**src/rtl/pgcs_pkg.sv**
```systemverilog
package pgcs_pkg;

  localparam int unsigned VALUE_BITS = 32;
  localparam int unsigned STEP_BITS  = 12;
  localparam int unsigned WALK_BITS  = 64;
  localparam int unsigned DIV_BITS   = (VALUE_BITS + 1) / 2 + 2;
  localparam int unsigned SQ_BITS    = VALUE_BITS + 1;
  localparam int unsigned CNT_BITS   = $clog2(VALUE_BITS + 1);

  localparam logic [WALK_BITS-1:0] TRIPLE_LIMIT = 64'h5555_5555_5555_5554;
  localparam logic [STEP_BITS-1:0] STEP_MAX     = {STEP_BITS{1'b1}};

  typedef enum logic [4:0] {
    S_IDLE   = 5'b00001,
    S_CHECK  = 5'b00010,
    S_DIVIDE = 5'b00100,
    S_WALK   = 5'b01000,
    S_FLUSH  = 5'b10000
  } state_e;

  typedef struct packed {
    logic                  start;
    logic [VALUE_BITS-1:0] dividend;
    logic [DIV_BITS-1:0]   divisor;
  } rem_req_t;

  typedef struct packed {
    logic busy;
    logic done;
    logic zero;
  } rem_rsp_t;

endpackage

```
**src/rtl/pgcs_if.sv**
```systemverilog
interface pgcs_in_if;
  logic                            valid;
  logic                            ready;
  logic [pgcs_pkg::VALUE_BITS-1:0] start_value;

  modport source (output valid, output start_value, input ready);
  modport sink (input valid, input start_value, output ready);
endinterface

interface pgcs_out_if;
  logic                           valid;
  logic                           ready;
  logic [pgcs_pkg::STEP_BITS-1:0] step_count;
  logic                           overflow;

  modport source (output valid, output step_count, output overflow, input ready);
  modport sink (input valid, input step_count, input overflow, output ready);
endinterface

```
**src/rtl/pgcs_rem_unit.sv**
```systemverilog
module pgcs_rem_unit (
  input  logic               clk_i,
  input  logic               rst_ni,
  input  pgcs_pkg::rem_req_t req_i,
  output pgcs_pkg::rem_rsp_t rsp_o
);

  logic                              busy_q, busy_d;
  logic                              done_q, done_d;
  logic [pgcs_pkg::CNT_BITS-1:0]     cnt_q, cnt_d;
  logic [pgcs_pkg::VALUE_BITS-1:0]   sh_q, sh_d;
  logic [pgcs_pkg::DIV_BITS-1:0]     dv_q, dv_d;
  logic [pgcs_pkg::DIV_BITS-1:0]     rem_q, rem_d;
  logic [pgcs_pkg::DIV_BITS:0]       trial;
  logic [pgcs_pkg::DIV_BITS:0]       dv_ext;
  logic                              ge;

  // one restoring remainder step per cycle, msb first
  always_comb begin
    trial  = {rem_q, sh_q[pgcs_pkg::VALUE_BITS-1]};
    dv_ext = {1'b0, dv_q};
    ge     = trial >= dv_ext;
    busy_d = busy_q;
    done_d = 1'b0;
    cnt_d  = cnt_q;
    sh_d   = sh_q;
    dv_d   = dv_q;
    rem_d  = rem_q;
    if (req_i.start) begin
      busy_d = 1'b1;
      cnt_d  = pgcs_pkg::CNT_BITS'(pgcs_pkg::VALUE_BITS);
      sh_d   = req_i.dividend;
      dv_d   = req_i.divisor;
      rem_d  = '0;
    end else if (busy_q) begin
      rem_d = ge ? pgcs_pkg::DIV_BITS'(trial - dv_ext) : trial[pgcs_pkg::DIV_BITS-1:0];
      sh_d  = {sh_q[pgcs_pkg::VALUE_BITS-2:0], 1'b0};
      cnt_d = cnt_q - pgcs_pkg::CNT_BITS'(1);
      if (cnt_q == pgcs_pkg::CNT_BITS'(1)) begin
        busy_d = 1'b0;
        done_d = 1'b1;
      end
    end
  end

  always_ff @(posedge clk_i or negedge rst_ni) begin
    if (!rst_ni) begin
      busy_q <= 1'b0;
      done_q <= 1'b0;
      cnt_q  <= '0;
    end else begin
      busy_q <= busy_d;
      done_q <= done_d;
      cnt_q  <= cnt_d;
    end
  end

  always_ff @(posedge clk_i) begin
    sh_q  <= sh_d;
    dv_q  <= dv_d;
    rem_q <= rem_d;
  end

  assign rsp_o.busy = busy_q;
  assign rsp_o.done = done_q;
  assign rsp_o.zero = (rem_q == '0);

endmodule

```
**src/rtl/prime_gated_collatz_steps.sv**
```systemverilog
// Prime-gated Collatz step counter.
// in_i carries one unsigned start_value per transfer; out_o returns one result
// per item: step_count (Collatz steps to reach one, saturating) and overflow
// (a 3n+1 step would have left 64 bits). Values below two, even values and
// composite values give a zero result.
// in_i.ready is high only while the sequencer is idle; one item is in work at
// a time. Values below two and even values go straight to the flush state; their
// result shows in the same cycle as in_i.ready comes back. An odd value tries
// odd divisors 3, 5, 7 and so on while (d-1)^2 < v, each through the shared
// bit-serial remainder unit. A prime then walks its trajectory at one Collatz
// step per cycle. The result sits in an output register, so the next item is
// taken while it waits. If the receiver stalls with a result still waiting, a
// new result holds in the sequencer until the register frees.
// Reset is asynchronous and active low: the sequencer goes idle and out_o.valid
// drops; no memory needs clearing.
module prime_gated_collatz_steps (
  input  logic              clk_i,
  input  logic              rst_ni,
  pgcs_in_if.sink           in_i,
  pgcs_out_if.source        out_o
);

  pgcs_pkg::state_e                  state_q, state_d;
  logic [pgcs_pkg::VALUE_BITS-1:0]   val_q, val_d;
  logic [pgcs_pkg::DIV_BITS-1:0]     d_q, d_d;
  logic [pgcs_pkg::SQ_BITS-1:0]      sq_q, sq_d;
  logic [pgcs_pkg::WALK_BITS-1:0]    n_q, n_d;
  logic [pgcs_pkg::STEP_BITS-1:0]    steps_q, steps_d;
  logic                              ovf_q, ovf_d;
  logic                              out_valid_q, out_valid_d;
  logic [pgcs_pkg::STEP_BITS-1:0]    out_steps_q, out_steps_d;
  logic                              out_ovf_q, out_ovf_d;
  logic                              in_xfer;
  logic                              sq_below;
  logic [pgcs_pkg::WALK_BITS-1:0]    triple;
  pgcs_pkg::rem_req_t                rem_req;
  pgcs_pkg::rem_rsp_t                rem_rsp;

  pgcs_rem_unit u_rem (
    .clk_i  (clk_i),
    .rst_ni (rst_ni),
    .req_i  (rem_req),
    .rsp_o  (rem_rsp)
  );

  assign in_i.ready = (state_q == pgcs_pkg::S_IDLE);
  assign in_xfer    = in_i.valid && in_i.ready;
  assign sq_below   = sq_q < pgcs_pkg::SQ_BITS'(val_q);
  assign triple     = n_q + {n_q[pgcs_pkg::WALK_BITS-2:0], 1'b0} + pgcs_pkg::WALK_BITS'(1);

  assign rem_req.start    = (state_q == pgcs_pkg::S_CHECK) && sq_below;
  assign rem_req.dividend = val_q;
  assign rem_req.divisor  = d_q;

  always_comb begin
    state_d     = state_q;
    val_d       = val_q;
    d_d         = d_q;
    sq_d        = sq_q;
    n_d         = n_q;
    steps_d     = steps_q;
    ovf_d       = ovf_q;
    out_valid_d = out_valid_q;
    out_steps_d = out_steps_q;
    out_ovf_d   = out_ovf_q;
    if (out_o.ready) begin
      out_valid_d = 1'b0;
    end
    case (state_q)
      pgcs_pkg::S_IDLE: begin
        if (in_xfer) begin
          val_d   = in_i.start_value;
          d_d     = pgcs_pkg::DIV_BITS'(3);
          sq_d    = pgcs_pkg::SQ_BITS'(4);
          steps_d = '0;
          ovf_d   = 1'b0;
          // below two or even: zero result
          if (in_i.start_value <= pgcs_pkg::VALUE_BITS'(1) || !in_i.start_value[0]) begin
            state_d = pgcs_pkg::S_FLUSH;
          end else begin
            state_d = pgcs_pkg::S_CHECK;
          end
        end
      end
      pgcs_pkg::S_CHECK: begin
        if (sq_below) begin
          state_d = pgcs_pkg::S_DIVIDE;
        end else begin
          n_d     = pgcs_pkg::WALK_BITS'(val_q);
          state_d = pgcs_pkg::S_WALK;
        end
      end
      pgcs_pkg::S_DIVIDE: begin
        if (rem_rsp.done) begin
          if (rem_rsp.zero) begin
            state_d = pgcs_pkg::S_FLUSH;
          end else begin
            sq_d    = sq_q + pgcs_pkg::SQ_BITS'({d_q, 2'b00});
            d_d     = d_q + pgcs_pkg::DIV_BITS'(2);
            state_d = pgcs_pkg::S_CHECK;
          end
        end
      end
      pgcs_pkg::S_WALK: begin
        if (n_q == pgcs_pkg::WALK_BITS'(1)) begin
          state_d = pgcs_pkg::S_FLUSH;
        end else if (n_q[0] && (n_q > pgcs_pkg::TRIPLE_LIMIT)) begin
          ovf_d   = 1'b1;
          state_d = pgcs_pkg::S_FLUSH;
        end else begin
          n_d = n_q[0] ? triple : {1'b0, n_q[pgcs_pkg::WALK_BITS-1:1]};
          if (steps_q != pgcs_pkg::STEP_MAX) begin
            steps_d = steps_q + pgcs_pkg::STEP_BITS'(1);
          end
        end
      end
      pgcs_pkg::S_FLUSH: begin
        if (!out_valid_q || out_o.ready) begin
          out_valid_d = 1'b1;
          out_steps_d = steps_q;
          out_ovf_d   = ovf_q;
          state_d     = pgcs_pkg::S_IDLE;
        end
      end
      default: begin
        state_d = pgcs_pkg::S_IDLE;
      end
    endcase
  end

  always_ff @(posedge clk_i or negedge rst_ni) begin
    if (!rst_ni) begin
      state_q     <= pgcs_pkg::S_IDLE;
      out_valid_q <= 1'b0;
    end else begin
      state_q     <= state_d;
      out_valid_q <= out_valid_d;
    end
  end

  always_ff @(posedge clk_i) begin
    val_q       <= val_d;
    d_q         <= d_d;
    sq_q        <= sq_d;
    n_q         <= n_d;
    steps_q     <= steps_d;
    ovf_q       <= ovf_d;
    out_steps_q <= out_steps_d;
    out_ovf_q   <= out_ovf_d;
  end

  assign out_o.valid      = out_valid_q;
  assign out_o.step_count = out_steps_q;
  assign out_o.overflow   = out_ovf_q;

`ifndef NO_ASSERTIONS
  a_idle_unit_free: assert property (@(posedge clk_i) disable iff (!rst_ni)
    in_i.ready |-> !rem_rsp.busy)
    else $error("remainder unit busy while idle");

  a_done_in_divide: assert property (@(posedge clk_i) disable iff (!rst_ni)
    rem_rsp.done |-> (state_q == pgcs_pkg::S_DIVIDE))
    else $error("remainder result outside divide phase");

  a_single_item: assert property (@(posedge clk_i) disable iff (!rst_ni)
    in_xfer |=> !in_i.ready)
    else $error("second item taken while one is in work");

  a_ovf_has_steps: assert property (@(posedge clk_i) disable iff (!rst_ni)
    (out_o.valid && out_o.overflow) |-> (out_o.step_count != '0))
    else $error("overflow reported with no steps");
`endif

endmodule

```
**src/flat_wrapper.sv**
```systemverilog
// flat-port wrapper written by rule: the top's interface ports become plain ports
module prime_gated_collatz_steps_flat 
  (clk_i, rst_ni, in_i_valid, in_i_start_value, in_i_ready, out_o_valid, out_o_step_count, out_o_overflow, out_o_ready);
  pgcs_in_if in_i_i ();
  pgcs_out_if out_o_i ();
  input  logic clk_i;
  input  logic rst_ni;
  input wire logic [$bits(in_i_i.valid)-1:0] in_i_valid;
  input wire logic [$bits(in_i_i.start_value)-1:0] in_i_start_value;
  output wire logic [$bits(in_i_i.ready)-1:0] in_i_ready;
  output wire logic [$bits(out_o_i.valid)-1:0] out_o_valid;
  output wire logic [$bits(out_o_i.step_count)-1:0] out_o_step_count;
  output wire logic [$bits(out_o_i.overflow)-1:0] out_o_overflow;
  input wire logic [$bits(out_o_i.ready)-1:0] out_o_ready;
  assign in_i_i.valid = in_i_valid;
  assign in_i_i.start_value = in_i_start_value;
  assign in_i_ready = in_i_i.ready;
  assign out_o_valid = out_o_i.valid;
  assign out_o_step_count = out_o_i.step_count;
  assign out_o_overflow = out_o_i.overflow;
  assign out_o_i.ready = out_o_ready;
  prime_gated_collatz_steps u_core (.clk_i(clk_i), .rst_ni(rst_ni), .in_i(in_i_i), .out_o(out_o_i));
endmodule
```
**config.mk**
```make
export PLATFORM = sky130hd
export DESIGN_NAME = prime_gated_collatz_steps_flat
export DESIGN_NICKNAME = d
export VERILOG_FILES = /design/src/rtl/pgcs_pkg.sv /design/src/rtl/pgcs_if.sv /design/src/rtl/pgcs_rem_unit.sv /design/src/rtl/prime_gated_collatz_steps.sv /design/src/flat_wrapper.sv
export SDC_FILE = /design/constraint.sdc
export NUM_CORES = 1
export LEC_CHECK = 0
export ABC_CLOCK_PERIOD_IN_PS = 7500
export BUFFER_PORTS_ARGS = -buffer_cell sky130_fd_sc_hd__buf_2
export CAP_MARGIN = 20
export CORE_ASPECT_RATIO = 1.4
export CORE_MARGIN = 8
export CORE_UTILIZATION = 40
export CTS_CLUSTER_SIZE = 8
export DETAILED_ROUTE_END_ITERATION = 6
export PLACE_DENSITY_LB_ADDON = 0.12
export SLEW_MARGIN = 20
export SYNTH_ARGS = -nofsm -noshare
export SYNTH_HDL_FRONTEND = slang
export SYNTH_HIERARCHICAL = 1
export SYNTH_SLANG_ARGS = --single-unit
```
**constraint.sdc**
```tcl
create_clock -name clk_i -period 7.5 [get_ports clk_i]
set_clock_uncertainty 0.2 [all_clocks]
set_input_delay 2.25 -clock clk_i [delete_from_list [all_inputs] [get_ports clk_i]]
set_output_delay 2.25 -clock clk_i [all_outputs]
set_load 0.02 [all_outputs]
```
## Yosys cells after proc, flatten, opt, wreduce, memory -nomap -nowiden

Cells that the tools add are included.

| cells by class | value |
|---|---|
| reduce and logical (&&, ||, !) cells | 19 |
| multiplexer cells | 45 |
| equality and inequality tests | 18 |
| add/sub/neg operators | 7 |
| order comparisons | 4 |

Operators with widths:

| kind | count |
|---|---|
| two-way mux 64 bit | 4 |
| one-hot mux 64 bit (2 select lines) | 1 |
| two-way mux 33 bit | 3 |
| two-way mux 18 bit | 4 |
| one-hot mux 33 bit (2 select lines) | 1 |
| adder 64 x 1 -> 64 bit, second input constant | 1 |
| adder 64 bit | 1 |
| == test 64 x 1 -> 1 bit, second input constant | 1 |
| > comparator 64 x 63 -> 1 bit, second input constant | 1 |
| two-way mux 32 bit | 2 |
| two-way mux 12 bit | 4 |
| one-hot mux 18 bit (2 select lines) | 1 |
| two-way mux 5 bit | 7 |
| adder 33 x 20 -> 33 bit | 1 |
| less-than comparator 33 x 32 -> 1 bit | 1 |
| <= comparator 32 x 1 -> 1 bit, second input constant | 1 |
| one-hot mux 5 bit (5 select lines) | 1 |
| one-hot mux 12 bit (2 select lines) | 1 |
| >= comparator 19 x 18 -> 1 bit | 1 |
| adder 18 x 2 -> 18 bit, second input constant | 1 |
| logical NOT 18 bit | 1 |
| subtractor 18 bit | 1 |
| AND reduction 4 bit | 4 |
| adder 12 x 1 -> 12 bit, second input constant | 1 |
| other kinds (21) | 48 |

| storage, ports and cells | value |
|---|---|
| bits in registers | 255 |
| bits of input ports | 36 |
| logic and storage cells | 109 |
| output and inout bits | 15 |

## Longest topological paths before layout

| depth | value |
|---|---|
| word-level depth | 6 |
| mapped depth | 16 |
| mapped depth without buffers | 16 |

## Modules after synthesis

Netlist, hierarchy kept.

By module, submodules not included:

| module | cells each | instances | area an instance (um^2) | seq. area each (um^2) |
|---|---|---|---|---|
| prime_gated_collatz_steps | 1520 | 1 | 14032.2 | 5256.3 |
| pgcs_rem_unit | 381 | 1 | 4217.8 | 2062.0 |

## Worst setup path before layout

No wires, ideal clock.

| timing | value |
|---|---|
| kind | in2reg |
| from | in in_i_valid |
| to | reg u_core/steps_q[0] (netlist bit) (enable) |
| buffers on the path | 0 |
| setup slack | 3.148 ns |
| cell stages on the path | 4 |
| required time | 6.915 ns |
| setup time | 0.385 ns |
| arrival time | 3.767 ns |
| cells stage by stage | nand2_1 -> inv_1 -> a21oi_1 -> a21oi_1 |

| between the ends | value |
|---|---|
| word-level cells in the longest chain between the ends | 3 |

Ends and longest elaborated chain:

| element | RTL line | text |
|---|---|---|
| start, declared | flat_wrapper.sv:8 | `input wire logic [$bits(in_i_i.valid)-1:0] in_i_valid;` |
| logical AND 1 bit | prime_gated_collatz_steps.sv:47 | `assign in_xfer = in_i.valid && in_i.ready;` |
| != test 2 bit (no line) | -- |  |
| AND reduction 5 bit (no line) | -- |  |
| end signal, assigned | prime_gated_collatz_steps.sv:146 | `steps_q <= steps_d;` |
| end, declared | prime_gated_collatz_steps.sv:28 | `logic [pgcs_pkg::STEP_BITS-1:0] steps_q, steps_d;` |

Every way passes these cells.
A chain may end at the register's enable or synchronous reset.

## Worst setup path after layout

| timing | value |
|---|---|
| from | reg u_core.state_q[3] |
| to | out in_i_ready |

| between the ends | value |
|---|---|
| word-level cells in the longest chain between the ends | 1 |

Ends and longest elaborated chain:

| element | RTL line | text |
|---|---|---|
| start, declared | prime_gated_collatz_steps.sv:23 | `pgcs_pkg::state_e state_q, state_d;` |
| start signal, assigned | prime_gated_collatz_steps.sv:133 | `state_q <= pgcs_pkg::S_IDLE;` |
| start signal, assigned | prime_gated_collatz_steps.sv:136 | `state_q <= state_d;` |
| == test 5 x 1 -> 1 bit | prime_gated_collatz_steps.sv:46 | `assign in_i.ready = (state_q == pgcs_pkg::S_IDLE);` |
| end, declared | flat_wrapper.sv:10 | `output wire logic [$bits(in_i_i.ready)-1:0] in_i_ready;` |

Every way passes these cells.

==> qor.yml <==
sta:
  min_period_over_period_pct: 62.2
  final.hold.worst_slack_ns: 0.283
  slew_headroom_pct: 31.6
  post-route-min-period_ns: 4.66
  drv_slew: 0
  max_slew.worst_pin.slew_ns: 1.02
  upper_clock_frequency_limit_mhz: 214
  setup_total_negative_slack_ns: 0
  layout_setup_ws_ns: 2.84
  grt_setup_unrepaired: "no"
  setup_viol: 0
  finalHoldViolCount: 0
detailed_routing:
  detail_route.iter0.violations: 670
  drt_drc_violations_left: 0
  drt_pass1_iterations: 5
  postRouteAntennaNets: 0
  wl_final_um: 48600
  total_via_count_after_detailed_routing: 14180
  routedWlPerCell_um: 19.0
  avgViaCountPerCell: 5.53
final_layout:
  multi_input_comb_area_mm2: 0.0101
  layout_fillers: 4397
  antenna_cells_inserted: 0
  post_route_cells_drive_above_1_share_pct: 8.95
  layout.core_utilization_pct: 44.8
  area_growth_from_synthesis_to_layout_pct: 10.5
  layout.area.seq_mm2: 0.00732
  number_of_nets_in_the_finished_design: 2173
  stdcell_count: 2566
  design_area_mm2: 0.0202
setup_path:
  worstSetupPathType: "flop to primary output"
  startpoint_of_the_most_critical_register_to_register_path: "u_core/sq_q[10]$_SDFFCE_PN0P_"
  critical_path_peak_fanout: 6
  worst-r2r-cell-count: 13
  crit_arrival_ns: 2.21
  timing.rr.end: "u_core/u_rem/sh_q[20]$_DFFE_PP_"
  reg2reg_slack_ns: 2.93
  critical_path.endpoint_type: "primary output"
  setup.worst_path.start_class: "flop"
  worst_ep_required_time_ns: 5.05
synthesis:
  postSynthNetCount: 2135
  post_synthesis_cell_area_mm2: 0.0182
  yosysWarnings: 6
  syn-instance-count: 1900
  syn-mean-instance-area_um2: 9.60
floorplanning:
  start_util_pct: 40.5
  rows: 92
  floorplan.die_area_mm2: 0.0528
  io-pin-count: 51
  die-height_um: 269
  design.core.area_mm2: 0.0450
  die_width_um: 196
hold_path:
  worst_hold_path_type: "flop to flop"
  worst_hold_path.num_cells: 0
  worst_hold_path.endpoint: "u_core/out_o.overflow$_DFFE_PP_"
  hp-start: "u_core/ovf_q$_DFFE_PP_"
pwr:
  power.density_cell_area_mw_per_mm2: 371
  total_leakage_power_nw: 8.24
  max-vdd-ir-drop_mv: 0.191
  finalPower_mw: 7.48
cts:
  cts-buffers-inserted: 37
  cts_resized: 0
  cts.path.max_buffers: 3
  cts-hold-fix-buffers: 0
  cts_sinks: 252
  clk_slew_on_worst_s_h_paths_ns: 0.05
  post_cts_buffers: 0
  cts_tree: "built"
  htree_num_levels: 2
  clk_latency_ns: 0.53
  cts_root_buffer: "clkbuf_16"
global_route:
  wire_length_of_the_first_global_routing_pass_um: 77100
  grt_overflow_total: 0
  grt_util_all_layers_pct: 18.2
  first_global_vias: 14288
  grt_start_max_net_pins: 65
  initial_antenna_violation_count: 0
placed_design:
  preCtsSetupSlack_ns: 2.81
  gp_routability_congestion: 0.874
  hpwl_um: 36500
  placedInstanceArea_mm2: 0.0191
  cell_count_post_placement: 2510
  place.port_buffers: 50
run:
  max_cap_violations: 0
status:
  outcome: "finished, final reports clean"
worst max path at each step:
stage,to,slack [ns],startpoint,cells past startpoint
floorplan,u_core/steps_q[0]$_SDFFCE_PN0P_,3.15,in_i_valid,4
CTS,u_core/u_rem/sh_q[20]$_DFFE_PP_,2.80,u_core/sq_q[10]$_SDFFCE_PN0P_,13
finish,in_i_ready,2.84,u_core/state_q[3]$_DFFE_PN0P_,3
global placement,u_core/u_rem/sh_q[27]$_DFFE_PP_,2.85,u_core/sq_q[10]$_SDFFCE_PN0P_,13
global route,u_core/u_rem/sh_q[29]$_DFFE_PP_,2.57,u_core/val_q[14]$_DFFE_PP_,14
detailed placement,u_core/u_rem/sh_q[27]$_DFFE_PP_,2.81,u_core/sq_q[10]$_SDFFCE_PN0P_,13
cell usage in the layout, fill, tap and decap left out, types with 45 or more instances in the layout:
cell type	instances
xnor2_1	65
nand4_1	45
inv_1	153
o21ai_0	106
a21oi_1	143
nor2_1	160
edfxtp_1	220
nand2_1	152
buf_2	50
ha_1	196
state kept, by name (all words and copies together) (netlist names), 5 cells and up, named ones only:
register,count
u_core/n_q,63
u_core/u_rem/sh_q,32
u_core/val_q,32
u_core/sq_q,31
u_core/u_rem/dv_q,18
u_core/u_rem/rem_q,18
u_core/d_q,17
u_core/out_o.step_count,12
u_core/steps_q,12
u_core/u_rem/cnt_q,6
u_core/state_q,5
area by class of cell:
type	count	area share, %
clock buffer	55	5.14
clock inverter	1	0.0434
inverter	154	2.87
multi-input combinational	1429	50.1
sequential	252	36.3
tap	611	3.79
timing repair buffer	64	1.76
critical path, cell delays in order, from the launching register on:
cell and delay (ns):
dfrtp_1 0.43, or3_1 0.41, nor3b_1 0.54, buf_2 0.31
power by group:
part	switching, mW	internal (mW)	total, mW
Clock	0.609	0.940	1.55
Combinational	2.07	1.36	3.44
Sequential	0.390	2.11	2.50
Total	3.07	4.41	7.48
routing by layer:
metal,global-route usage (%),routed length (um)
met4,8.25,2080
met5,0,0
met3,2.32,1540
met2,33.2,24900
met1,20.9,20100
Note: power is estimated with default switching activity, not from simulation.
